<file path="src/acs_pkg.sv">
`timescale 1ns / 1ps
package acs_pkg;

  // Converter code width of every channel
  localparam int SAMPLE_BITS = 16;

  localparam int THR_W    = 15;
  localparam int OHMS_W   = 24;
  localparam int SCALE_W  = 16;
  localparam int CFG_W    = 24;
  localparam int CFG_IDX_W = 3;
  localparam int VALUE_W  = 32;

  localparam int NUM_LANES = 4;

  // Magnitude of a code needs the full code width (full-scale negative)
  localparam int MAG_W  = SAMPLE_BITS;
  localparam int CMP_W  = (MAG_W > THR_W) ? MAG_W : THR_W;
  localparam int PROD_W = MAG_W + SCALE_W;
  // ohms * 10 stays below 2^(OHMS_W + 4)
  localparam int DIV_W  = OHMS_W + 4;
  // Quotient widened so both saturation limits are representable
  localparam int QX_W   = (PROD_W > VALUE_W + 1) ? PROD_W : VALUE_W + 1;

  typedef enum logic [1:0] {
    CH_LOW_X1   = 2'd0,
    CH_LOW_X10  = 2'd1,
    CH_HIGH_X1  = 2'd2,
    CH_HIGH_X10 = 2'd3
  } acs_chan_e;

  typedef enum logic [CFG_IDX_W-1:0] {
    REG_LOW_RANGE_THR  = 3'd0,
    REG_LOW_GAIN_THR   = 3'd1,
    REG_HIGH_RANGE_THR = 3'd2,
    REG_CLAMP_LEVEL    = 3'd3,
    REG_LOW_OHMS       = 3'd4,
    REG_HIGH_OHMS      = 3'd5,
    REG_OUTPUT_SCALE   = 3'd6
  } acs_reg_e;

  typedef struct packed {
    logic [THR_W-1:0] lo;
    logic [THR_W-1:0] hi;
  } acs_thr_t;

  typedef struct packed {
    logic             hit;
    logic             neg;
    logic [MAG_W-1:0] mag;
  } acs_lane_t;

  typedef struct packed {
    logic [DIV_W-1:0]  rem;
    logic [PROD_W-1:0] work;
    logic [DIV_W-1:0]  divisor;
    logic              neg;
    acs_chan_e         chan;
  } acs_div_t;

  typedef struct packed {
    logic signed [VALUE_W-1:0] current_value;
    acs_chan_e                 chan;
    logic                      sat;
  } acs_res_t;

endpackage

</file>
<file path="src/acs_lane.sv">
`timescale 1ns / 1ps
module acs_lane (
  input  logic                                   clk_i,
  input  logic                                   en_i,
  input  acs_pkg::acs_chan_e                     chan_i,
  input  acs_pkg::acs_thr_t                      thr_i,
  input  logic signed [acs_pkg::SAMPLE_BITS-1:0] sample_i,
  output acs_pkg::acs_lane_t                     lane_o
);
  import acs_pkg::*;

  logic             neg;
  logic [MAG_W-1:0] mag;
  logic [CMP_W-1:0] mag_x;
  logic [CMP_W-1:0] lo_x;
  logic [CMP_W-1:0] hi_x;
  logic             hit;
  acs_lane_t        lane_q;

  assign neg   = sample_i[SAMPLE_BITS-1];
  assign mag   = neg ? MAG_W'(~sample_i + 1'b1) : MAG_W'(sample_i);
  assign mag_x = CMP_W'(mag);
  assign lo_x  = CMP_W'(thr_i.lo);
  assign hi_x  = CMP_W'(thr_i.hi);

  // Range rule of this lane's channel
  always_comb begin
    case (chan_i)
      CH_LOW_X1:   hit = (mag_x >= lo_x);
      CH_LOW_X10:  hit = (mag_x > lo_x);
      CH_HIGH_X1:  hit = (mag_x > lo_x) && (mag_x < hi_x);
      CH_HIGH_X10: hit = 1'b1;
      default:     hit = 1'b1;
    endcase
  end

  always_ff @(posedge clk_i) begin
    if (en_i) begin
      lane_q.hit <= hit;
      lane_q.neg <= neg;
      lane_q.mag <= mag;
    end
  end

  assign lane_o = lane_q;

endmodule

</file>
<file path="config.mk">
export PLATFORM = sky130hd
export DESIGN_NAME = acs_lane
export DESIGN_NICKNAME = d
export VERILOG_FILES = /design/src/acs_pkg.sv /design/src/acs_lane.sv
export SDC_FILE = /design/constraint.sdc
export NUM_CORES = 1
export LEC_CHECK = 0
export BUFFER_PORTS_ARGS = -buffer_cell sky130_fd_sc_hd__buf_2
export CAP_MARGIN = 0
export CORE_MARGIN = 4
export CORE_UTILIZATION = 48
export CTS_BUF_LIST = sky130_fd_sc_hd__clkbuf_16
export CTS_CLUSTER_DIAMETER = 50
export DETAILED_ROUTE_END_ITERATION = 8
export GPL_TIMING_DRIVEN = 0
export MAX_ROUTING_LAYER = met4
export PLACE_DENSITY = 0.8
export SETUP_SLACK_MARGIN = 0.15
export SLEW_MARGIN = 20
export SYNTH_ARGS = -nofsm -noshare
export SYNTH_HDL_FRONTEND = slang
export SYNTH_SLANG_ARGS = --single-unit
</file>
<file path="constraint.sdc">
create_clock -name clk_i -period 4.5 [get_ports clk_i]
set_input_delay 0.675 -clock clk_i [delete_from_list [all_inputs] [get_ports clk_i]]
set_output_delay 0.675 -clock clk_i [all_outputs]
set_load 0.01 [all_outputs]
</file>
Word level (Yosys, flattened, before mapping)
Index checks and enable logic that the tools add are counted.
Widths: inputs -> output; s select.
{ "totals": {"reg_bits": 18, "input_bits": 50, "output_inout_bits": 18, "elab_cells": 15} }
{ "op_classes": {"addsub": 1, "n_lt_le_gt_ge": 3, "n_eq_ne": 3, "mux": 2, "bitwise": 1, "reduce_logical": 2} }
{ "op_table": {"columns": ["op", "n"], "rows": [
  ["$add 16x1->16 const B", 1],
  ["$ge 16x15->1", 1],
  ["$gt 16x15->1", 1],
  ["$lt 16x15->1", 1],
  ["$mux 16", 1],
  ["$not 16->16", 1],
  ["$eq 2x2->1 const B", 2],
  ["$pmux 1 s4", 1],
  ["$eq 2x1->1 const B", 1],
  ["$logic_not 2->1", 1],
  ["$logic_and 1x1->1", 1]
]} }

Depth between registers and ports, before layout
Gate-level depths: netlist of run 1.
{ "logic_depth": {"word_depth": 6, "mapped_depth": 13, "ltp_nobuf": 13} }

Worst setup path after synthesis of run 1
OpenSTA, ideal clock, no wires.
{ "synth_path": {"path_type": "in2reg", "startpoint": "input port sample_i[3] (netlist name)", "endpoint": "register lane_q, in the netlist lane_o[17] (data pin)", "setup_ns": 0.258, "arrival_time_ns": 3.349, "slack_ns": 0.892, "cell_stages": 10, "path_buffers": 0, "cell_sequence": "or4_4 > or3_2 > o31ai_1 > xnor2_1 > ha_1 > and3_1 > a221o_1 > a2111o_1 > nand3b_1 > nand3_2"} }
{ "synth_via": {"elab_chain_cells": 6, "elab_cells_between_ends": 8} }
{ "synth_rtl": {"columns": ["element", "line", "text"], "rows": [
  ["start: declaration", "acs_lane.sv:7", "input logic signed [acs_pkg::SAMPLE_BITS-1:0] sample_i,"],
  ["$not 16->16 (*)", "acs_lane.sv:21", "assign mag = neg ? MAG_W'(~sample_i + 1'b1) : MAG_W'(sample_i);"],
  ["$add 16x1->16 (*)", "acs_lane.sv:21", null],
  ["$mux 16 (*)", "acs_lane.sv:21", null],
  ["via mag[14]", "acs_lane.sv:13", "logic [MAG_W-1:0] mag;"],
  ["$gt 16x15->1 / $lt 16x15->1 (equally long branches)", "acs_lane.sv:30, acs_lane.sv:31", null],
  ["$logic_and 1x1->1", "acs_lane.sv:31", "CH_HIGH_X1: hit = (mag_x > lo_x) && (mag_x < hi_x);"],
  ["$pmux 1 s4 (*)", "acs_lane.sv:28", "case (chan_i)"],
  ["via hit", "acs_lane.sv:17", "logic hit;"],
  ["end: declaration", "acs_lane.sv:18", "acs_lane_t lane_q;"]
]} }
Mark *: on every way through the listed nets, which the timed path passes. The rest lies on a longest branch.
A chain may end at the register's enable or synchronous reset.

Worst setup path in the final report of run 1
Same ends and word-level chain as after synthesis.

==> key figures, run 1 <==
Status
  • Status: complete, no violations

Synth
  • Top cells by area, synth: edfxtp_1, ha_1, inv_1
  • Syn_area_per_cell: 9.63 um^2
  • Synth Area in Simple Gates: 15.5%
  • Mux contribution to synthesized area: 0%
  • Cell Area, Synth: 0.00162 mm^2
  • Synth top area share: 33.4%
  • Compound-cell area share of the yosys netlist: 13.1%
  • Post-synthesis sequential area ratio: 33.4%
  • Largest family of logic cells by synthesized area: adder cells
  • Adder-cell share of the synthesized area: 23.2%
  • Synth cell types: 36
  • Synth Net Count: 248
  • Syn Inst Count: 168
  • Xor/xnor share of the synthesized area: 7.04%
  • Synth area leader: edfxtp_1
  • Yosys reg bits: 18
  • Synth warn: 0

Clocking
  • PostCTS Resize Cnt: 0
  • TritonCTS Sinks: 18
  • Postcts setup bufs: 0
  • Hold Buf Count CTS: 0
  • Worst-path clk slew: 0.05 ns
  • Num CTS Buffers: 3
  • Longest Clk Path Bufs: 2
  • H-tree levels: 1
  • Root Buffer: clkbuf_16
  • CTS tree: built

Placed design
  • Placed cell area: 0.00201 mm^2
  • Placed wire-length estimate: 3080 um
  • Final GP Congestion: 0.804
  • # port buffers: 67
  • Post-Place Cells: 279

Layout
  • Final nets: 320
  • Most frequent cells in the layout: buf_2, inv_1, ha_1
  • N_diodes: 0
  • Max reg flops: 18
  • # fillers: 278
  • Share of layout cells above drive strength 1: 32.2%
  • Post-route insts no fill: 283
  • Area Overhead vs Synth: 29.0%
  • Design Area, Final: 0.00209 mm^2
  • Commonest non-fill, non-tap cell in the layout: buf_2

Die
  • Core Area: 0.00313 mm^2
  • Die area: 0.00436 mm^2
  • Row Count: 20
  • Initial Util: 51.7%
  • # IOs: 68
  • Die height: 66.1 um
  • Die Wd: 66.1 um

Timing
  • Slew @ Worst Pin: 0.372 ns
  • Worst hold slack: 0.647 ns
  • Tmin final: 3.69 ns
  • Fmax: 0.271 GHz
  • Setup TNS after final layout: 0 ns
  • Pins over their slew limit: 0
  • Unrepaired setup endpoints after global routing: no
  • Hold Fails Final Rpt: 0
  • Period utilisation layout: 82.0%
  • Rel. slew slack: 74.5%
  • Final setup fails: 0

GRT
  • Largest net degree at the start of global routing: 19
  • Total GRT Usage: 17.1%
  • Global route total overflow: 0
  • Initial antenna violation count: 0
  • First-pass GRT wire length: 5670 um
  • Vias in the first global route: 1337

Critical path
  • Setup CP Type: primary input to flop
  • CP Launch Point: sample_i[3]
  • CP Launch Type: primary input
  • Worst-path maximum fanout: 5
  • Worst Setup End Kind: flop
  • WP data arrival: 3.69 ns
  • Worst EP required: 4.50 ns

Detailed routing
  • Detail Route Antenna Nets: 0
  • DR WL/cell: 12.3 um
  • DRC: 0
  • Final wirelength: 3490 um
  • Drt pass-1 iters: 4
  • Vias per inst: 4.98
  • Drt first-iter violations: 34
  • Vias: 1408

Worst hold path
  • Hold Crit Class: primary input to flop
  • Hold Path Origin: sample_i[0]

Power
  • Static leakage: 1.09 nW
  • Peak VDD IR: 118 uV
  • P per Cell Area: 266 mW/mm^2
  • Total power: 0.000555 W

Run
  • Max-cap violations: 0
## cell usage after synthesis
master,n
or2_2,1
xnor2_1,13
or3_1,1
a221o_1,1
and3_1,1
nand3_1,3
nand4_1,4
nand3_2,1
nor3_4,1
o31ai_1,4
a21o_1,5
a2111oi_0,1
nand2_1,10
edfxtp_1,18
nor4_1,1
nand3b_1,2
inv_2,1
or3_4,1
o221a_1,1
o21ai_0,7
o41ai_1,2
a211o_1,1
or2_1,1
or4_4,1
or3_2,1
ha_1,30
a2111o_1,1
nor3_1,4
nor2b_1,1
or4_1,1
nor2_1,5
o21a_1,1
a21oi_1,7
nand2b_1,3
inv_1,31
clkbuf_1,1
## worst max-delay path, cell delays in order
cell,delay [ns]
buf_2,0.13
or4_4,0.55
or3_2,0.47
o31ai_1,0.26
xnor2_1,0.21
ha_1,0.30
and3_1,0.20
a221o_1,0.34
a2111o_1,0.37
nand3b_1,0.11
nand3_2,0.07
## logic make-up after synthesis
family	count (synthesis)
AO/OA/AOI/OAI	31
XOR/XNOR	13
adder cells (fa/ha/maj)	30
buffers and inverters	33
flip-flops	18
AND/OR/NAND/NOR	43
## metal layers
metal	GRT usage [%]	wire, um	vias to the layer above	share of wire [%]
li1	-	-	743	-
met1	22.4	1610	600	46
met2	27.2	1560	58	45
met3	1.36	235	7	6.7
met4	7.61	74	0	2.1
met5	-	0	-	0
## cell type report
type	instances	area, um^2	area share [%]
Buffer	1	3.75	0.180
Clock buffer	3	75.1	3.60
Clock inverter	1	3.75	0.180
Inverter	32	120	5.76
Multi-Input combinational cell	117	953	45.7
Sequential cell	18	541	25.9
Tap cell	44	55.1	2.64
Timing Repair Buffer	67	335	16.1
## worst paths after layout
kind | depth (start not counted) | slack [ns] | to
min | 1 | 0.65 | lane_o[0]$_DFFE_PP_
max | 11 | 0.81 | lane_o[17]$_DFFE_PP_
## report_power, final
| group | switching, W | internal (W) | leakage (nW) |
|---|---|---|---|
| logic | 0.0000904 | 0.0000784 | 0.871 |
| registers | 0.00000335 | 0.000206 | 0.176 |
| clock network | 0.0000588 | 0.000118 | 0.0385 |
| total | 0.000153 | 0.000402 | 1.09 |
## per-stage QoR
stage               worst slack, ns  utilization (%)
CTS                           0.812             66.7
floorplan                     0.892                -
finish                        0.809             66.7
detailed placement            0.543             64.2
global route                  0.636             66.7
global placement              0.553             64.2
No activity file was read; power rests on OpenSTA's default activity.
==> run 2: changes to the inputs <==
==> constraint.sdc (replaced) <==
create_clock -name clk_i -period 3.49 [get_ports clk_i]
set_input_delay 0.5235 -clock clk_i [delete_from_list [all_inputs] [get_ports clk_i]]
set_output_delay 0.5235 -clock clk_i [all_outputs]
set_load 0.01 [all_outputs]
==> key figures, run 2 (synthesis results as in run 1) <==
Status
  • Status: complete, no violations

Timing
  • Period utilisation layout: 95.6%
  • Slew @ Worst Pin: 0.577 ns (+0.205 ns)
  • Hold Fails Final Rpt: 0 (unchanged)
  • Final worst slack: 0.154 ns (-0.655 ns)
  • Worst hold slack: 0.494 ns (-0.153 ns)
  • Final setup fails: 0 (unchanged)
  • Rel. slew slack: 61.5% (-13 points)
  • Fmax: 0.300 GHz
  • Unrepaired setup endpoints after global routing: yes
  • Tmin final: 3.34 ns
  • Setup TNS after final layout: 0 ns (unchanged)
  • Pins over their slew limit: 0 (unchanged)

Layout
  • Design Area, Final: 0.00220 mm^2 (+5.5%)
  • Commonest non-fill, non-tap cell in the layout: buf_2
  • N_diodes: 0 (unchanged)
  • Share of layout cells above drive strength 1: 38.4% (+6.2 points)
  • Max reg flops: 18 (unchanged)
  • Most frequent cells in the layout: buf_2, inv_1, ha_1
  • Area Overhead vs Synth: 36.1%
  • Final nets: 324 (+1.3%)

Clocking
  • H-tree levels: 1 (unchanged)
  • CTS tree: built
  • Root Buffer: clkbuf_16
  • Hold Buf Count CTS: 0 (unchanged)
  • Longest Clk Path Bufs: 2 (unchanged)
  • Worst-path clk slew: 0.05 ns (about the same)
  • TritonCTS Sinks: 18 (unchanged)
  • Num CTS Buffers: 3 (unchanged)

Detailed routing
  • Drt pass-1 iters: 4 (unchanged)
  • Final wirelength: 4260 um (+22%)
  • DR WL/cell: 14.9 um (+21%)
  • Vias per inst: 5.26 (+5.8%)
  • Detail Route Antenna Nets: 0 (unchanged)
  • DRC: 0 (unchanged)
  • Drt first-iter violations: 82 (+140%)
  • Vias: 1505 (+6.9%)

Power
  • Combinational Power Share: 33.0% (+2.6 points)
  • Int Power: 0.000530 W (+32%)
  • Seq pwr share: 36.2% (-1.5 points)
  • Share of total power in the clock network: 30.9% (-1.0 points)
  • Peak VDD IR: 143 uV (+21%)
  • Switch share: 29.0% (+1.5 points)
  • Static leakage: 1.14 nW (+4.8%)
  • P per Cell Area: 339 mW/mm^2 (+28%)
  • Psw: 0.000217 W (+42%)

Die
  • # IOs: 68 (unchanged)
  • Row Count: 20 (unchanged)
  • Die area: 0.00436 mm^2 (unchanged)
  • Die Wd: 66.1 um (unchanged)
  • Initial Util: 51.7% (unchanged)
  • Die height: 66.1 um (unchanged)
  • Core Area: 0.00313 mm^2 (unchanged)

Placed design
  • Placed wire-length estimate: 3180 um (+3.3%)
  • Worst slack, placed: -0.172 ns (-0.715 ns)
  • Final GP Congestion: 0.865 (+7.5%)
  • # port buffers: 67 (unchanged)
  • Placed cell area: 0.00202 mm^2 (+0.81%)

GRT
  • Initial antenna violation count: 0 (unchanged)
  • Total GRT Usage: 19.3% (+2.2 points)
  • GR Util met3: 2.72% (+1.4 points)
  • First-pass GRT wire length: 6150 um (+8.5%)
  • Global route total overflow: 0 (unchanged)
  • Vias in the first global route: 1437 (+7.5%)
  • Met2 Resource Use GR: 34.7% (+7.5 points)
  • Largest net degree at the start of global routing: 19 (unchanged)
  • Met1 Track Usage GR: 20.9% (-1.5 points)
  • Gr busiest metal: met2

Critical path
  • Worst EP required: 3.50 ns (-1.00 ns)
  • Worst-path maximum fanout: 4 (-1)
  • Critical-path cell list: buf_2 > or4_4 > or3_4 > o31ai_4 > xnor2_2 > ha_1 > and3_4 > a221o_1 > a2111o_1 > nand3b_1 > nand3_2
  • Worst Setup End Kind: flop
  • WP data arrival: 3.34 ns (-0.35 ns)
  • Largest delay share family, worst path: simple AND/OR/NAND/NOR gates
  • Crit-path max cell delay: 0.54 ns (about the same)
  • Slowest CP cell: or4_4
  • Setup CP Type: primary input to flop
  • CP Launch Type: primary input
  • Total buffers and inverters traversed by the critical path: 1 (unchanged)

Worst hold path
  • Hold Path Origin: sample_i[0]
  • Hold Crit Class: primary input to flop
  • WHS Path Cells: 1 (unchanged)
  • Hold worst-path end: lane_o[0]$_DFFE_PP_

Run
  • Max-cap violations: 0 (unchanged)
run 2: cell types whose count changed in the layout (fill, tap and decap cells not counted), moves of 2 or more:
cell	change
xnor2_2	+3
o31ai_1	-2
o21ai_2	+2
buf_4	+4
xnor2_1	-3
o21ai_0	-2
run 2: through the flow:
stage               total power [W]  cells  utilization [%]
detailed placement         0.000496    279             64.7
CTS                        0.000732    283             68.1
floorplan                  0.000408    168                -
finish                     0.000747    286             70.4
global route               0.000792    286             70.4
global placement           0.000486    279             64.7
run 2: power by group through the flow:
| stage | logic [W] | registers (W) | clock network [W] |
|---|---|---|---|
| 2_1_floorplan | 0.000120 | 0.000288 | 0 |
| 3_3_place_gp | 0.000212 | 0.000274 | 0 |
| 3_5_place_dp | 0.000221 | 0.000275 | 0 |
| 4_1_cts | 0.000229 | 0.000270 | 0.000232 |
| 5_1_grt | 0.000275 | 0.000272 | 0.000244 |
| 6_report | 0.000246 | 0.000270 | 0.000231 |
run 2: metal layers:
| metal | vias up | part of all wire, % | wire, um |
|---|---|---|---|
| met5 | - | 0 | 0 |
| met1 | 692 | 39 | 1670 |
| met3 | 8 | 6.0 | 257 |
| li1 | 750 | - | - |
| met2 | 55 | 53 | 2240 |
| met4 | 0 | 2.3 | 99 |
run 2: timing repair:
action,in CTS,in global routing
gates resized for setup,4,10
buffers inserted,1,3
pin swaps,2,10
endpoints found under the setup margin,1,1
hold endpoints to repair,0,0
run 2: final cells by class:
class                           instances  area, um^2
Multi-Input combinational cell        117        1040
Inverter                               32         120
Tap cell                               44        55.1
Clock buffer                            3        75.1
Buffer                                  1        3.75
Timing Repair Buffer                   71         365
Fill cell                             233         926
Sequential cell                        18         541
run 2: worst max path at each step:
stage                 from              endpoint  slack (ns)  depth (start not counted)
3_3_place_gp   sample_i[3]  lane_o[17]$_DFFE_PP_       -0.16                         11
5_1_grt        sample_i[5]  lane_o[17]$_DFFE_PP_        0.04                         11
6_report       sample_i[5]  lane_o[17]$_DFFE_PP_        0.15                         11
4_1_cts        sample_i[3]  lane_o[17]$_DFFE_PP_        0.15                         11
2_1_floorplan  sample_i[3]  lane_o[17]$_DFFE_PP_        0.17                         10
3_5_place_dp   sample_i[3]  lane_o[17]$_DFFE_PP_       -0.17                         11
