`src/acs_pkg.sv`:
```
`timescale 1ns / 1ps
package acs_pkg;

  // Converter code width of every channel
  localparam int SAMPLE_BITS = 16;

  localparam int THR_W    = 15;
  localparam int OHMS_W   = 24;
  localparam int SCALE_W  = 16;
  localparam int CFG_W    = 24;
  localparam int CFG_IDX_W = 3;
  localparam int VALUE_W  = 32;

  localparam int NUM_LANES = 4;

  // Magnitude of a code needs the full code width (full-scale negative)
  localparam int MAG_W  = SAMPLE_BITS;
  localparam int CMP_W  = (MAG_W > THR_W) ? MAG_W : THR_W;
  localparam int PROD_W = MAG_W + SCALE_W;
  // ohms * 10 stays below 2^(OHMS_W + 4)
  localparam int DIV_W  = OHMS_W + 4;
  // Quotient widened so both saturation limits are representable
  localparam int QX_W   = (PROD_W > VALUE_W + 1) ? PROD_W : VALUE_W + 1;

  typedef enum logic [1:0] {
    CH_LOW_X1   = 2'd0,
    CH_LOW_X10  = 2'd1,
    CH_HIGH_X1  = 2'd2,
    CH_HIGH_X10 = 2'd3
  } acs_chan_e;

  typedef enum logic [CFG_IDX_W-1:0] {
    REG_LOW_RANGE_THR  = 3'd0,
    REG_LOW_GAIN_THR   = 3'd1,
    REG_HIGH_RANGE_THR = 3'd2,
    REG_CLAMP_LEVEL    = 3'd3,
    REG_LOW_OHMS       = 3'd4,
    REG_HIGH_OHMS      = 3'd5,
    REG_OUTPUT_SCALE   = 3'd6
  } acs_reg_e;

  typedef struct packed {
    logic [THR_W-1:0] lo;
    logic [THR_W-1:0] hi;
  } acs_thr_t;

  typedef struct packed {
    logic             hit;
    logic             neg;
    logic [MAG_W-1:0] mag;
  } acs_lane_t;

  typedef struct packed {
    logic [DIV_W-1:0]  rem;
    logic [PROD_W-1:0] work;
    logic [DIV_W-1:0]  divisor;
    logic              neg;
    acs_chan_e         chan;
  } acs_div_t;

  typedef struct packed {
    logic signed [VALUE_W-1:0] current_value;
    acs_chan_e                 chan;
    logic                      sat;
  } acs_res_t;

endpackage

```
`src/acs_merge.sv`:
```
`timescale 1ns / 1ps
module acs_merge (
  input  logic                                          clk_i,
  input  logic                                          rst_ni,
  input  logic                                          en_i,
  input  logic                                          valid_i,
  input  acs_pkg::acs_lane_t [acs_pkg::NUM_LANES-1:0]   lanes_i,
  input  logic [acs_pkg::OHMS_W-1:0]                    low_ohms_i,
  input  logic [acs_pkg::OHMS_W-1:0]                    high_ohms_i,
  input  logic [acs_pkg::SCALE_W-1:0]                   scale_i,
  output logic                                          valid_o,
  output acs_pkg::acs_div_t                             data_o
);
  import acs_pkg::*;

  acs_chan_e         chan;
  acs_lane_t         sel;
  logic [OHMS_W-1:0] ohms;
  logic [DIV_W-1:0]  ohms_x;
  logic [DIV_W-1:0]  divisor;
  logic              valid_q;
  acs_div_t          data_q;

  // Priority: low x1, low x10, high x1, then high x10 as fallback
  always_comb begin
    if (lanes_i[0].hit) begin
      chan = CH_LOW_X1;
    end else if (lanes_i[1].hit) begin
      chan = CH_LOW_X10;
    end else if (lanes_i[2].hit) begin
      chan = CH_HIGH_X1;
    end else begin
      chan = CH_HIGH_X10;
    end
  end

  assign sel  = lanes_i[chan];
  assign ohms = (chan == CH_LOW_X1 || chan == CH_LOW_X10) ? low_ohms_i : high_ohms_i;
  // Zero ohms reads as one ohm
  assign ohms_x = (ohms == '0) ? DIV_W'(1) : DIV_W'(ohms);
  // Times ten as 8x + 2x
  assign divisor = (chan == CH_LOW_X10 || chan == CH_HIGH_X10)
                 ? ((ohms_x << 3) + (ohms_x << 1)) : ohms_x;

  always_ff @(posedge clk_i or negedge rst_ni) begin
    if (!rst_ni) begin
      valid_q <= 1'b0;
    end else if (en_i) begin
      valid_q <= valid_i;
    end
  end

  always_ff @(posedge clk_i) begin
    if (en_i) begin
      data_q.rem     <= '0;
      data_q.work    <= PROD_W'(sel.mag) * PROD_W'(scale_i);
      data_q.divisor <= divisor;
      data_q.neg     <= sel.neg;
      data_q.chan    <= chan;
    end
  end

  assign valid_o = valid_q;
  assign data_o  = data_q;

endmodule

```
`config.mk`:
```
export PLATFORM = sky130hd
export DESIGN_NAME = acs_merge
export DESIGN_NICKNAME = d
export VERILOG_FILES = /design/src/acs_pkg.sv /design/src/acs_merge.sv
export SDC_FILE = /design/constraint.sdc
export NUM_CORES = 1
export LEC_CHECK = 0
export ABC_CLOCK_PERIOD_IN_PS = 1100
export BUFFER_PORTS_ARGS = -buffer_cell sky130_fd_sc_hd__buf_2
export CAP_MARGIN = 15
export CORE_ASPECT_RATIO = 0.5
export CORE_MARGIN = 2
export CORE_UTILIZATION = 40
export DETAILED_ROUTE_END_ITERATION = 7
export GPL_TIMING_DRIVEN = 0
export PLACE_DENSITY = 0.64
export RECOVER_POWER = 50
export SKIP_CTS_REPAIR_TIMING = 1
export SYNTH_ARGS = -nofsm -noshare
export SYNTH_HDL_FRONTEND = slang
export SYNTH_SLANG_ARGS = --single-unit
```
`constraint.sdc`:
```
create_clock -name clk_i -period 1.1 [get_ports clk_i]
set_input_delay 0.165 -clock clk_i [delete_from_list [all_inputs] [get_ports clk_i]]
set_output_delay 0.165 -clock clk_i [all_outputs]
set_load 0.01 [all_outputs]
```
**After elaboration in Yosys (flattened, before gate mapping)**

Cells that the tools add are included.

- Word-level logic and storage cells: 22
- Output and inout bits: 92
- Bits in registers: 64

- $mul: 1
- Muxes and demuxes: 8
- Reductions and logical operators: 4
- Add/sub/neg operators: 1
- Magnitude comparators: 1
- Equality and inequality tests: 2

Operators with widths:

| operator | count |
|---|---|
| 24-bit two-way mux | 2 |
| 18-bit binary-select mux with 2-bit select | 1 |
| 16-bit by 16-bit multiplier with 32-bit output | 1 |
| 27-bit by 25-bit adder with 28-bit output | 1 |
| 28-bit two-way mux | 1 |
| 24-bit logical NOT | 1 |
| 17-bit two-way mux | 1 |
| 2-bit two-way mux | 2 |
| 2-bit by 3-bit less-than comparator with 1-bit output, second input constant | 1 |
| 2-bit by 1-bit == test with 1-bit output, second input constant | 1 |
| 2-bit == test, second input constant | 1 |
| 2-bit logical NOT | 1 |
| 1-bit logical OR | 2 |
| 1-bit two-way mux | 1 |

**Longest topological paths before layout**

Gate-level depths: netlist (run 1).

- Depth in word-level cells: 10
- Gate-level depth with buffers: 28

**Worst setup path before layout (run 1)**

No wires, ideal clock.

- Kind: input-to-reg
- Start: input port lanes_i[35] (netlist bit)
- End: register data_q, in the netlist data_o[52] (data pin)
- Required time: 0.837 ns
- Stages on the path: 25
- Path buffers: 5
- Data arrival time: 6.057 ns
- Slack: -5.220 ns
- Library setup time: 0.263 ns
- Cell sequence: buf_4 buf_2 buf_1 a21oi_1 o21ai_1 buf_2 nand2_1 fa_1 fa_1 fa_1 fa_1 inv_1 fa_1 inv_1 fa_1 inv_1 ha_1 clkbuf_1 o21ai_0 o21bai_2 o31ai_4 o221ai_2 or2_1 a31oi_1 xnor2_1

- Word-level cells in the longest chain between the ends: 5

Ends and longest elaborated chain:

| item | line | source |
|---|---|---|
| start, declared | acs_merge.sv:7 | `input acs_pkg::acs_lane_t [acs_pkg::NUM_LANES-1:0] lanes_i,` |
| 2-bit two-way mux | acs_merge.sv:28 | `end else if (lanes_i[1].hit) begin` |
| 2-bit two-way mux | acs_merge.sv:26 | `if (lanes_i[0].hit) begin` |
| 18-bit binary-select mux with 2-bit select | acs_merge.sv:37 | `assign sel = lanes_i[chan];` |
| 17-bit two-way mux (not written as such) | acs_merge.sv:37 |  |
| 16-bit by 16-bit multiplier with 32-bit output | acs_merge.sv:56 | `data_q.work <= PROD_W'(sel.mag) * PROD_W'(scale_i);` |
| end, declared | acs_merge.sv:22 | `acs_div_t data_q;` |

No other way between the ends. The select of a mux whose other input is x is not followed.
A chain may end at the register's enable or synchronous reset.

**Final worst setup path (run 1)**

- Start: input port lanes_i[53] (netlist bit)
- End: register data_q, in the netlist data_o[62] (data pin)

- Word-level cells in the longest chain between the ends: 6

Ends and longest elaborated chain:

| item | line | source |
|---|---|---|
| 1-bit two-way mux | acs_merge.sv:30 | `end else if (lanes_i[2].hit) begin` |
| 2-bit two-way mux | acs_merge.sv:28 |  |
| 2-bit two-way mux | acs_merge.sv:26 |  |
| 18-bit binary-select mux with 2-bit select | acs_merge.sv:37 |  |
| 17-bit two-way mux (not written as such) | acs_merge.sv:37 |  |
| 16-bit by 16-bit multiplier with 32-bit output | acs_merge.sv:56 |  |

No other way between the ends. The select of a mux whose other input is x is not followed.

==> impl_metrics.prom, run 1 <==
# TYPE chip_impl_metric gauge
chip_impl_info{name="outcome",value="finished, violations left"} 1
chip_impl_info{name="failed_checks",value="setup timing"} 1
chip_impl_metric{name="finish.net_count",unit=""} 2286
chip_impl_metric{name="postSynthCellCount",unit=""} 1485
chip_impl_metric{name="routed-via-count",unit=""} 11600
chip_impl_info{name="cell_types_occupying_the_most_area_after_synthesis",value="sky130_fd_sc_hd__fa_1 (29%), sky130_fd_sc_hd__edfxtp_1 (14%), sky130_fd_sc_hd__ha_1 (12%)"} 1
chip_impl_metric{name="cts.sink_count",unit=""} 64
chip_impl_metric{name="number_of_ports_placed_on_the_die_boundary",unit=""} 232
chip_impl_metric{name="gp_congestion",unit=""} 0.961
chip_impl_metric{name="placeableCoreArea",unit="µm²"} 32900
chip_impl_info{name="synth_flop_cell",value="sky130_fd_sc_hd__edfxtp_1"} 1
chip_impl_metric{name="number_of_distinct_standard_cells_referenced_by_the_synthesized_netlist",unit=""} 63
chip_impl_metric{name="grt_antenna_before_repair",unit=""} 2
chip_impl_metric{name="floorplan.initialDensity",unit=""} 0.404
chip_impl_info{name="clk_root_buffer_cell",value="sky130_fd_sc_hd__clkbuf_16"} 1
chip_impl_metric{name="hold-path-cell-count",unit=""} 2
chip_impl_metric{name="ys_seq_area_frac",unit=""} 0.144
chip_impl_metric{name="data_required_time_at_the_worst_endpoint",unit="ns"} 1.22
chip_impl_metric{name="clk_pin_slew",unit="ns"} 0.06
chip_impl_metric{name="drt-initial-drc-count",unit=""} 686
chip_impl_metric{name="drc_errors",unit=""} 0
chip_impl_metric{name="htree_num_levels",unit=""} 3
chip_impl_metric{name="overflow",unit=""} 0
chip_impl_metric{name="sum_neg_setup_slack",unit="ns"} -171.63
chip_impl_info{name="synth_top_cell_by_area",value="sky130_fd_sc_hd__fa_1"} 1
chip_impl_metric{name="worst_case_reg_to_reg_path_depth",unit=""} 1
chip_impl_metric{name="detailedRoute.firstPassIterationCount",unit=""} 5
chip_impl_metric{name="worst_slew_pin_slew",unit="ns"} 0.953
chip_impl_metric{name="numCtsBuffers",unit=""} 9
chip_impl_metric{name="finalHoldViolations",unit=""} 0
chip_impl_metric{name="wl",unit="µm"} 42700
chip_impl_metric{name="wire_length_of_the_first_global_routing_pass",unit="µm"} 62300
chip_impl_metric{name="die-height",unit="µm"} 133
chip_impl_info{name="setup.worst_path.class",value="input pin to register"} 1
chip_impl_metric{name="layout-drive-gt1-share",unit=""} 0.351
chip_impl_info{name="holdCritStartpoint",value="valid_i"} 1
chip_impl_metric{name="detailed_place.area",unit="µm²"} 15500
chip_impl_info{name="post-synth-top-count-cell",value="sky130_fd_sc_hd__inv_1"} 1
chip_impl_metric{name="r2r_setup_slack",unit="ns"} 0.35
chip_impl_metric{name="postSynthRegisterBits",unit=""} 64
chip_impl_info{name="timing.critical_path.from_type",value="input pin"} 1
chip_impl_metric{name="share_of_the_clock_period_used_by_the_worst_path_after_layout",unit=""} 5.59
chip_impl_metric{name="max_cap_violations",unit=""} 0
chip_impl_metric{name="detailedPlacementHpwl",unit="µm"} 32900
chip_impl_metric{name="globalRouteTotalUtil",unit=""} 0.234
chip_impl_metric{name="maxClockFrequency",unit="GHz"} 0.163
chip_impl_metric{name="synth_edf_count",unit=""} 63
chip_impl_metric{name="postSynth.asyncResetShare",unit=""} 0.0156
chip_impl_metric{name="layout_cell_area_excl_fill",unit="µm²"} 17800
chip_impl_metric{name="max-clock-path-buffers",unit=""} 2
chip_impl_metric{name="slew_violations",unit=""} 0
chip_impl_metric{name="n_fill_cell",unit=""} 2960
chip_impl_metric{name="viasPerCell",unit=""} 5.13
chip_impl_info{name="regToRegStartpoint",value="valid_o$_DFFE_PN0P_"} 1
chip_impl_metric{name="synth_top_cell_area_share",unit=""} 0.294
chip_impl_info{name="r2r_end",value="valid_o$_DFFE_PN0P_"} 1
chip_impl_metric{name="post-route-util",unit=""} 0.541
chip_impl_info{name="worstHoldPathType",value="input pin to register"} 1
chip_impl_info{name="worst_setup_path_startpoint",value="lanes_i[53]"} 1
chip_impl_metric{name="timing.final.crit_period",unit="ns"} 6.15
chip_impl_metric{name="worst_path_max_fanout",unit=""} 7
chip_impl_metric{name="fin_skew",unit="ns"} 0
chip_impl_metric{name="crit_arrival",unit="ns"} 6.27
chip_impl_metric{name="syn2layout_area_growth",unit="%"} 33.8
chip_impl_metric{name="post_synth.cell_area_avg",unit="µm²"} 8.95
chip_impl_metric{name="antenna_violating_nets_post_route",unit=""} 0
chip_impl_metric{name="rows",unit=""} 47
chip_impl_metric{name="first_global_vias",unit=""} 11300
chip_impl_info{name="cts_tree",value="built"} 1
chip_impl_metric{name="post_drt_wl_per_cell",unit="µm"} 18.8
chip_impl_metric{name="clock_latency",unit="ns"} 0.33
chip_impl_metric{name="largest_net_degree_at_the_start_of_global_routing",unit=""} 65
chip_impl_metric{name="yosysWarnings",unit=""} 0
chip_impl_info{name="setup.worst_path.end",value="data_o[62]$_DFFE_PP_"} 1
chip_impl_metric{name="netlist_area",unit="µm²"} 13300
chip_impl_metric{name="die_width",unit="µm"} 262
chip_impl_metric{name="worst_max_slew_margin_expressed_relative_to_the_limit",unit=""} 0.365
chip_impl_metric{name="setup_ws",unit="ns"} -5.05
chip_impl_info{name="rsz_0062_raised_after_global_routing",value="yes"} 1
chip_impl_metric{name="buffer_ports.inserted",unit=""} 199
chip_impl_info{name="top_cell_types_by_occurrence_after_synthesis",value="sky130_fd_sc_hd__inv_1 (248), sky130_fd_sc_hd__fa_1 (195), sky130_fd_sc_hd__nand2_1 (194)"} 1
chip_impl_metric{name="final-setup-viol-count",unit=""} 66
chip_impl_info{name="cp-end-kind",value="register"} 1
chip_impl_metric{name="post_place_setup_slack",unit="ns"} -5.90
chip_impl_metric{name="die-area",unit="µm²"} 34800
[sequential cells by signal, summed over array words and instances (netlist names)]
name,flops
data_o,63
valid_o,1
[cells in the final DEF (no fill, tap or decap), types with 31 or more instances in the layout]
master,Yosys,routed
sky130_fd_sc_hd__edfxtp_1,63,63
sky130_fd_sc_hd__buf_2,19,201
sky130_fd_sc_hd__buf_6,1,34
sky130_fd_sc_hd__a21oi_2,0,31
sky130_fd_sc_hd__and2_1,109,103
sky130_fd_sc_hd__buf_4,32,106
sky130_fd_sc_hd__inv_2,0,32
sky130_fd_sc_hd__nand2_1,194,174
sky130_fd_sc_hd__a21oi_1,77,43
sky130_fd_sc_hd__inv_1,248,216
sky130_fd_sc_hd__nor2_1,56,48
sky130_fd_sc_hd__ha_1,126,99
sky130_fd_sc_hd__fa_1,195,180
[cell families (layout without fill, tap and decap cells)]
kind of cell	after synthesis	after routing	share of synthesized area
AND/OR/NAND/NOR	444	444	0.162
XOR/XNOR	40	40	0.0264
adder cells (fa/ha/maj)	321	321	0.412
flip-flops	64	64	0.144
buffers and inverters	344	662	0.109
other	1	29	0.000282
AO/OA/AOI/OAI	226	226	0.110
multiplexers	45	45	0.0364
[worst max-delay path, stage by stage]
cell                       delay (ns)
sky130_fd_sc_hd__buf_12          0.12
sky130_fd_sc_hd__buf_12          0.14
sky130_fd_sc_hd__mux2i_1         0.11
sky130_fd_sc_hd__nor2_1          0.14
sky130_fd_sc_hd__a21oi_2         0.07
sky130_fd_sc_hd__o21ai_4         0.35
sky130_fd_sc_hd__buf_8           0.19
sky130_fd_sc_hd__nand2_1         0.08
sky130_fd_sc_hd__fa_1            0.56
sky130_fd_sc_hd__inv_1           0.05
sky130_fd_sc_hd__fa_1            0.46
sky130_fd_sc_hd__fa_1            0.51
sky130_fd_sc_hd__fa_1            0.52
sky130_fd_sc_hd__fa_1            0.52
sky130_fd_sc_hd__inv_1           0.06
sky130_fd_sc_hd__fa_1            0.50
sky130_fd_sc_hd__inv_2           0.05
sky130_fd_sc_hd__ha_4            0.25
sky130_fd_sc_hd__buf_6           0.13
sky130_fd_sc_hd__a21o_1          0.16
sky130_fd_sc_hd__a21o_1          0.17
sky130_fd_sc_hd__nor2_2          0.05
sky130_fd_sc_hd__o311a_1         0.30
sky130_fd_sc_hd__o211ai_1        0.11
sky130_fd_sc_hd__a31oi_1         0.13
sky130_fd_sc_hd__xnor2_1         0.34
[layer usage]
layer	GRT usage	routed length, µm
met5	0	13
met4	0.0903	1610
met3	0.0391	2580
met2	0.393	20600
met1	0.302	17900
[cell type report]
type	count	area, µm²	area share
clock inverter	7	62.6	0.00352
antenna	1	2.50	0.000141
multi-input combinational	1104	11300	0.634
inverter	249	937	0.0527
sequential	64	1920	0.108
timing repair buffer	304	1980	0.111
buffer	93	841	0.0473
tap	441	552	0.0310
clock buffer	9	225	0.0127
[metrics by stage]
stage / hold slack (ns) / std cells
2_1_floorplan: -0.131 / 1512
3_3_place_gp: -0.0594 / 2152
3_5_place_dp: -0.0539 / 2152
4_1_cts: -0.417 / 2168
5_1_grt: 0.0726 / 2272
6_report: 0.0712 / 2272
[worst min-delay path by stage]
stage | endpoint
floorplan | valid_o$_DFFE_PN0P_
global placement | valid_o$_DFFE_PN0P_
detailed placement | valid_o$_DFFE_PN0P_
CTS | valid_o$_DFFE_PN0P_
global route | valid_o$_DFFE_PN0P_
finish | valid_o$_DFFE_PN0P_
Power of run 1 is left out: the tool's default activity adds up to more than one toggle a clock period on the data nets, which glitch-free logic cannot reach.
==> run 2, diff against run 1 <==
==> constraint.sdc (replaced) <==
create_clock -name clk_i -period 1.1 [get_ports clk_i]
set_input_delay 0.22 -clock clk_i [delete_from_list [all_inputs] [get_ports clk_i]]
set_output_delay 0.22 -clock clk_i [all_outputs]
set_load 0.01 [all_outputs]
==> run 2 against run 1 <==
The run still ends with setup timing left. Non-clock buffer count down 28. Die area is the same. Final cell count is 1.2% lower. First-iteration DRC count increased by 24%. Highest routed layer is now met4.
==> impl_metrics.prom, run 2 (synthesis results as in run 1) <==
# TYPE chip_impl_metric gauge
chip_impl_info{name="outcome",value="finished, violations left"} 1
chip_impl_info{name="failed_checks",value="setup timing"} 1
chip_impl_metric{name="detailedRoute.firstPassIterationCount",unit=""} 8
chip_impl_metric{name="routed-via-count",unit=""} 11700
chip_impl_info{name="cts_tree",value="built"} 1
chip_impl_info{name="layout_commonest_cell",value="sky130_fd_sc_hd__inv_1"} 1
chip_impl_info{name="worstHoldPathType",value="input pin to register"} 1
chip_impl_info{name="final_cell_mix",value="sky130_fd_sc_hd__inv_1 (229), sky130_fd_sc_hd__buf_2 (201), sky130_fd_sc_hd__fa_1 (184)"} 1
chip_impl_metric{name="worst_slew_pin_slew",unit="ns"} 0.896
chip_impl_metric{name="final-setup-viol-count",unit=""} 67
chip_impl_metric{name="wire_length_of_the_first_global_routing_pass",unit="µm"} 62400
chip_impl_metric{name="die_width",unit="µm"} 262
chip_impl_metric{name="grt_antenna_before_repair",unit=""} 1
chip_impl_metric{name="numCtsBuffers",unit=""} 9
chip_impl_info{name="holdCritStartpoint",value="valid_i"} 1
chip_impl_metric{name="post-route-util",unit=""} 0.532
chip_impl_metric{name="m1WireLength",unit="µm"} 17500
chip_impl_metric{name="max-clock-path-buffers",unit=""} 2
chip_impl_info{name="rsz_0062_raised_after_global_routing",value="yes"} 1
chip_impl_metric{name="rows",unit=""} 47
chip_impl_metric{name="timing.final.crit_period",unit="ns"} 6.16
chip_impl_metric{name="drt-initial-drc-count",unit=""} 854
chip_impl_metric{name="cts.sink_count",unit=""} 64
chip_impl_metric{name="share_of_the_clock_period_used_by_the_worst_path_after_layout",unit=""} 5.60
chip_impl_metric{name="detailedPlacementHpwl",unit="µm"} 33000
chip_impl_metric{name="antenna_violating_nets_post_route",unit=""} 0
chip_impl_metric{name="setup_ws",unit="ns"} -5.06
chip_impl_metric{name="die-area",unit="µm²"} 34800
chip_impl_metric{name="finalHoldViolations",unit=""} 0
chip_impl_metric{name="static-leakage-power",unit="nW"} 8.37
chip_impl_info{name="clk_root_buffer_cell",value="sky130_fd_sc_hd__clkbuf_16"} 1
chip_impl_metric{name="placeableCoreArea",unit="µm²"} 32900
chip_impl_metric{name="finish.net_count",unit=""} 2258
chip_impl_metric{name="worst_path_max_fanout",unit=""} 7
chip_impl_info{name="worst_setup_path_startpoint",value="lanes_i[53]"} 1
chip_impl_metric{name="sum_neg_setup_slack",unit="ns"} -176.24
chip_impl_metric{name="clk_pin_slew",unit="ns"} 0.06
chip_impl_metric{name="htree_num_levels",unit=""} 3
chip_impl_metric{name="buffer_ports.inserted",unit=""} 199
chip_impl_metric{name="detailroute.wirelength.met3",unit="µm"} 2950
chip_impl_info{name="maxUsedRoutingLayer",value="met4"} 1
chip_impl_metric{name="drc_errors",unit=""} 0
chip_impl_metric{name="layout-drive-gt1-share",unit=""} 0.326
chip_impl_metric{name="worst_max_slew_margin_expressed_relative_to_the_limit",unit=""} 0.402
chip_impl_metric{name="floorplan.initialDensity",unit=""} 0.404
chip_impl_metric{name="wl",unit="µm"} 42600
chip_impl_info{name="timing.critical_path.from_type",value="input pin"} 1
chip_impl_info{name="cp-end-kind",value="register"} 1
chip_impl_metric{name="largest_net_degree_at_the_start_of_global_routing",unit=""} 65
chip_impl_info{name="regToRegStartpoint",value="valid_o$_DFFE_PN0P_"} 1
chip_impl_metric{name="met2_length",unit="µm"} 20500
chip_impl_metric{name="syn2layout_area_growth",unit="%"} 31.7
chip_impl_metric{name="viasPerCell",unit=""} 5.20
chip_impl_metric{name="number_of_ports_placed_on_the_die_boundary",unit=""} 232
chip_impl_metric{name="fin_skew",unit="ns"} 0
chip_impl_metric{name="crit_arrival",unit="ns"} 6.24
chip_impl_metric{name="post_drt_wl_per_cell",unit="µm"} 19.0
chip_impl_metric{name="gp_congestion",unit=""} 0.927
chip_impl_info{name="setup.worst_path.class",value="input pin to register"} 1
chip_impl_metric{name="worst_hold_slack",unit="ns"} 0.117
chip_impl_metric{name="globalRouteTotalUtil",unit=""} 0.234
chip_impl_metric{name="overflow",unit=""} 0
chip_impl_metric{name="slew_violations",unit=""} 0
chip_impl_metric{name="maxClockFrequency",unit="GHz"} 0.162
chip_impl_metric{name="max_cap_violations",unit=""} 0
chip_impl_metric{name="data_required_time_at_the_worst_endpoint",unit="ns"} 1.18
chip_impl_metric{name="largest_register_ffs",unit=""} 63
chip_impl_metric{name="worst_ir_drop_vdd",unit="µV"} 5420
chip_impl_metric{name="n_fill_cell",unit=""} 2984
chip_impl_metric{name="first_global_vias",unit=""} 11400
chip_impl_metric{name="clock_latency",unit="ns"} 0.33
chip_impl_metric{name="pwr_density_cell",unit="nW/µm²"} 3620
chip_impl_metric{name="die-height",unit="µm"} 133
-- run 2: changes by cell type in the layout (fill, tap and decap cells not counted), moves of 8 or more --
cell,before,now
sky130_fd_sc_hd__inv_2,32,18
sky130_fd_sc_hd__inv_1,216,229
sky130_fd_sc_hd__nand2_1,174,182
sky130_fd_sc_hd__buf_4,106,91
-- run 2: layout make-up --
type                       instances  area, µm²  share of cell area
antenna                            1       2.50            0.000143
buffer                            92        803              0.0459
clock buffer                       9        225              0.0129
clock inverter                     7        110             0.00629
inverter                         249        940              0.0537
multi-input combinational       1104      11200               0.643
sequential                        64       1920               0.110
tap                              441        552              0.0315
timing repair buffer             277       1710              0.0974
-- run 2: power breakdown --
part	internal (W)	leakage, nW	switching (W)
clock network	0.00220	0.161	0.00116
logic	0.0250	7.58	0.0296
registers	0.00499	0.626	0.000258
total	0.0322	8.37	0.0311
-- run 2: worst max-delay path, stage by stage --
cell	delay [ns]
sky130_fd_sc_hd__buf_12	0.12
sky130_fd_sc_hd__clkbuf_16	0.16
sky130_fd_sc_hd__mux2i_1	0.12
sky130_fd_sc_hd__nor2_1	0.15
sky130_fd_sc_hd__a21oi_2	0.07
sky130_fd_sc_hd__o21ai_4	0.38
sky130_fd_sc_hd__buf_8	0.20
sky130_fd_sc_hd__nand2_4	0.05
sky130_fd_sc_hd__fa_1	0.53
sky130_fd_sc_hd__fa_2	0.57
sky130_fd_sc_hd__fa_2	0.45
sky130_fd_sc_hd__fa_1	0.51
sky130_fd_sc_hd__inv_2	0.04
sky130_fd_sc_hd__fa_1	0.49
sky130_fd_sc_hd__inv_2	0.05
sky130_fd_sc_hd__fa_1	0.49
sky130_fd_sc_hd__inv_2	0.05
sky130_fd_sc_hd__ha_4	0.18
sky130_fd_sc_hd__a211oi_4	0.26
sky130_fd_sc_hd__o21bai_4	0.11
sky130_fd_sc_hd__o31ai_4	0.29
sky130_fd_sc_hd__o22a_1	0.28
sky130_fd_sc_hd__o21ai_2	0.10
sky130_fd_sc_hd__o311a_1	0.35
-- run 2: metal layers --
metal | vias up | global-route usage
met4 | 0 | 0.0745
li1 | 5355 | -
met5 | - | 0
met1 | 5794 | 0.311
met2 | 431 | 0.389
met3 | 85 | 0.0398
-- run 2: per-stage QoR --
stage	setup slack (ns)	std cells	instance area, µm²	power (W)
after global routing	-5.19	2244	17500	0.0678
final	-5.06	2244	17500	0.0633
after floorplan	-4.86	1512	13900	0.0366
after global placement	-5.94	2152	15500	0.0429
after CTS	-5.71	2168	15800	0.0474
after detailed placement	-6.06	2152	15500	0.0438
-- run 2: path summary, 6_finish.rpt --
check | end | slack [ns] | cells past startpoint
setup / recovery | data_o[60]$_DFFE_PP_ | -5.06 | 24
hold / removal | valid_o$_DFFE_PN0P_ | 0.12 | 2
setup reg to reg | valid_o$_DFFE_PN0P_ | 0.37 | 1
hold reg to reg | valid_o$_DFFE_PN0P_ | 0.50 | 1
max in group asynchronous | valid_o$_DFFE_PN0P_ | 0.83 | 2
min in group asynchronous | valid_o$_DFFE_PN0P_ | 0.18 | 2
Note: power is estimated with default switching activity, not from simulation.
